--- src/hdl/ece_div_cell.sv ---
// One restoring step of the fraction divider: one quotient bit per cell.
module ece_div_cell #(
	parameter int unsigned TW = 16
) (
	input  logic                  clk,
	input  logic                  arst_n,
	input  logic                  in_valid,
	input  logic [TW:0]           in_rem,
	input  logic [TW-1:0]         in_den,
	input  logic [TW+16:0]        in_quo,
	input  logic                  in_en,
	output logic                  out_valid,
	output logic [TW:0]           out_rem,
	output logic [TW-1:0]         out_den,
	output logic [TW+16:0]        out_quo
);
	logic [TW+1:0] trial;
	logic          take;

	// Trial subtract of the shifted remainder.
	assign trial = {in_rem, 1'b0} - {2'b00, in_den};
	assign take  = !trial[TW+1];

	// Valid bit of the cell.
	always_ff @(posedge clk or negedge arst_n) begin
		if (!arst_n) begin
			out_valid <= 1'b0;
		end else if (in_en) begin
			out_valid <= in_valid;
		end
	end

	// Data handed to the next cell.
	always_ff @(posedge clk) begin
		if (in_en) begin
			out_rem <= take ? trial[TW:0] : {in_rem[TW-1:0], 1'b0};
			out_den <= in_den;
			out_quo <= {in_quo[TW+15:0], take};
		end
	end
endmodule

--- config.mk ---
export PLATFORM = sky130hd
export DESIGN_NAME = ece_div_cell
export DESIGN_NICKNAME = d
export VERILOG_FILES = /design/src/hdl/ece_div_cell.sv
export SDC_FILE = /design/constraint.sdc
export NUM_CORES = 1
export LEC_CHECK = 0
export BUFFER_PORTS_ARGS = -buffer_cell sky130_fd_sc_hd__buf_2
export CORE_ASPECT_RATIO = 1.5
export CORE_MARGIN = 3
export CORE_UTILIZATION = 35
export CTS_CLUSTER_DIAMETER = 60
export DETAILED_ROUTE_END_ITERATION = 7
export PLACE_DENSITY = 0.62
export SYNTH_ARGS = -nofsm -noshare
export SYNTH_HDL_FRONTEND = slang
export SYNTH_SLANG_ARGS = --single-unit
export TNS_END_PERCENT = 20
--- constraint.sdc ---
create_clock -name clk -period 0.9 [get_ports clk]
set_clock_uncertainty 0.05 [all_clocks]
set_input_delay 0.09 -clock clk [delete_from_list [all_inputs] [get_ports clk]]
set_output_delay 0.09 -clock clk [all_outputs]
set_load 0.005 [all_outputs]
==> flow_summary_export.csv <==
group,metric,value,unit
outcome,status,"finished, violations left",
outcome,violations,"negative setup slack",
timing,setup_viol,85,
clock_tree,htree_num_levels,3,
timing,finalHoldViolations,0,
detailed_routing,routed-via-count,2705,
detailed_routing,drt-initial-drc-count,71,
detailed_routing,post-route-drc-count,0,
clock_tree,clkTransAtPathRegs,50,ps
clock_tree,root_buffer,"clkbuf_16",
setup_path,reg2reg_from,"out_valid$_DFFE_PN0P_",
die,fp.dieW,83.2,µm
setup_path,worstSetupStartpoint,"in_den[12]",
synthesis,synth_commonest_cells,"edfxtp_1 (66), a21oi_1 (17), inv_1 (16)",
final_layout,multiInputGateArea,1270,µm²
setup_path,crit_type,"in2reg",
clock_tree,clkSinkCount,67,
final_layout,fin_util,0.658,
timing,relSlewSlack,0.759,
final_layout,drive_above_1_share,0.571,
setup_path,start_kind,"input port",
detailed_routing,dr.pass1.iters,4,
synthesis,synth.most_common_cell,"edfxtp_1",
timing,fin_setup_tns,-22590,ps
placed_design,post-place-cells,507,
global_routing,antenna_found_initial,0,
final_layout,fillCellCount,609,
timing,period_minus_slack,2000,ps
die,core,8570,µm²
pwr,pwr-share-comb,0.247,
final_layout,instances_no_fill,582,
detailed_routing,detail-route-antenna-nets,0,
timing,report.final.slew_viol_count,0,
pwr,pwr-share-seq,0.402,
die,initial_core_util,0.365,
global_routing,grtUsageTotal,0.170,
die,die_h,122,µm
detailed_routing,wirelength,8.59,mm
pwr,p_sw_frac,0.237,
clock_tree,cts_buffers,9,
pwr,power,9.66,mW
final_layout,syn_to_final_growth,80.2,%
synthesis,ys.flop_type,"edfxtp_1",
placed_design,place_hpwl,6.05,mm
pwr,leakage,2.45,nW
placed_design,pre_cts_ws,-1610,ps
die,rows,41,
synthesis,yosys.area.top_type,"edfxtp_1",
worst_hold_path,min-delay-start,"in_rem[13]",
setup_path,worst-path-max-fanout,6,
final_layout,seqCellArea,2010,µm²
worst_hold_path,hold_end,"out_rem[14]$_DFFE_PP_",
global_routing,grt_pass1_wl,13.5,mm
synthesis,synth-seq-cells,67,
pwr,p_switching,2.29,mW
synthesis,yosysSeqAreaShare,0.642,
pwr,p_int,7.37,mW
timing,worst_slack,-1100,ps
synthesis,syn_inst,214,
synthesis,synthArstFlopShare,0.0149,
placed_design,portBuffers,135,
die,die_area,10100,µm²
setup_path,r2r-end,"out_valid$_DFFE_PN0P_",
synthesis,synth_edf_count,66,
timing,rsz0062_at_grt,"true",
setup_path,rrSetupSlack,90,ps
detailed_routing,avgViaCountPerCell,4.65,
clock_tree,cts_tree,"built",
final_layout,diodes,0,
pwr,pwr-share-clk,0.352,
timing,worstMarginPinSlew,362,ps
detailed_routing,wl_per_cell,14.8,µm
clock_tree,clock_latency,330,ps
worst_hold_path,hp-class,"in2reg",
global_routing,grt-ovfl-total,0,
synthesis,ys_types,40,
pwr,ir_worst_vdd,0.00121,V
global_routing,grt_pass1_vias,2840,
pwr,powerDensity,1710,nW/µm²
setup_path,endpoint_kind,"flip-flop",
flow_run,cap_violations,0,
synthesis,netlist_top_cells_area,"edfxtp_1 (63%), ha_1 (6.0%), mux2_2 (3.2%)",
synthesis,netlist_area,3130,µm²
clock_tree,clock_path_buffers,2,
setup_path,critical_path_arrival,2030,ps
final_layout,nets,556,
placed_design,gp_congestion,0.831,
setup_path,cp.required,930,ps
timing,fmax,499,MHz
synthesis,synth_top_cell_area_share,0.634,
setup_path,r2r_cells,1,
synthesis,synth_warnings,0,
global_routing,grt_max_degree,28,
worst_hold_path,whs_path_depth,2,
timing,period_share,2.22,
synthesis,synth_fp_nets,300,
die,io-pin-count,137,
synthesis,syn-mean-instance-area,14.6,µm²
-- repair_timing --
item / in CTS / in global routing
buffers inserted: 6 / 4
gates resized for setup: 60 / 19
pin swaps: 20 / 10
hold buffers: 49 / 0
cloned: 1 / 0
setup endpoints to repair: 85 / 85
endpoints found under the hold margin: 49 / 0
-- worst max-delay path, stage by stage --
cell	delay (ps)
buf_8	80
inv_4	30
ha_4	290
nand4_1	130
or4_4	450
a31oi_4	180
nor3_4	70
xnor2_4	160
buf_6	130
buf_8	120
mux2_4	300
-- logic make-up after synthesis --
family                     after synthesis  synth area share
xor gates and xnor gates                16            0.0508
adders and majority gates               16            0.0664
buffers and inverters                   22            0.0344
muxes                                   16            0.0644
and+or+nand+nor                         37            0.0608
DFF                                     67             0.642
AOI/OAI and AO/OA                       40            0.0812
-- registers in the layout (all words and copies together) (netlist names) --
signal / count
out_valid: 1
out_den: 16
out_rem: 17
out_quo: 33
-- power groups by stage --
stage	clock network (mW)	logic [mW]	registers, mW
after CTS	3.49	2.37	3.88
after global placement	0	1.85	3.93
after detailed placement	0	1.88	3.94
final	3.40	2.38	3.88
after global routing	3.60	2.60	3.90
after floorplan	0	0.863	3.99
-- layout by cell type, fill, tap and decap left out, types with 4 or more instances in the layout --
cell type,netlist,routed
nor2_1,7,7
xor2_1,5,5
inv_2,0,6
ha_1,15,4
dlygate4sd3_1,0,49
ha_4,0,11
a21oi_2,1,4
buf_2,4,118
nand2_1,13,11
o21ai_0,7,4
edfxtp_1,66,66
buf_4,1,58
clkbuf_16,0,9
inv_1,16,5
a21oi_1,17,12
buf_8,0,4
xnor2_1,10,10
mux2_4,6,14
buf_6,0,19
-- layer usage --
| layer | part of all wire | GRT usage | vias to the layer above |
|---|---|---|---|
| met5 | 0 | 0 | - |
| met4 | 0.019 | 0.0706 | 0 |
| met3 | 0.074 | 0.0514 | 14 |
| met2 | 0.54 | 0.308 | 106 |
| met1 | 0.36 | 0.184 | 1265 |
| li1 | - | - | 1320 |
-- area by class of cell --
| class | count | share of cell area |
|---|---|---|
| clock buffer | 12 | 0.0420 |
| clock inverter | 4 | 0.00911 |
| inverter | 16 | 0.0151 |
| multi-input combinational | 125 | 0.225 |
| sequential | 67 | 0.356 |
| tap | 107 | 0.0238 |
| timing repair buffer | 251 | 0.328 |
-- through the flow --
step,cell area [µm²],hold slack [ps]
finish,5630,17.1
global route,5630,16.2
CTS,5570,11.3
detailed placement,4480,-179
global placement,4480,-185
floorplan,3280,-256
-- worst max path at each step --
stage                                       end  cells after the start
final                     out_rem[11]$_DFFE_PP_                     11
after global placement    out_rem[11]$_DFFE_PP_                     10
after global routing      out_rem[14]$_DFFE_PP_                     11
after floorplan           out_rem[10]$_DFFE_PP_                     10
after detailed placement   out_rem[6]$_DFFE_PP_                     10
after CTS                  out_rem[6]$_DFFE_PP_                     10
Power figures use the tool's default switching activity.
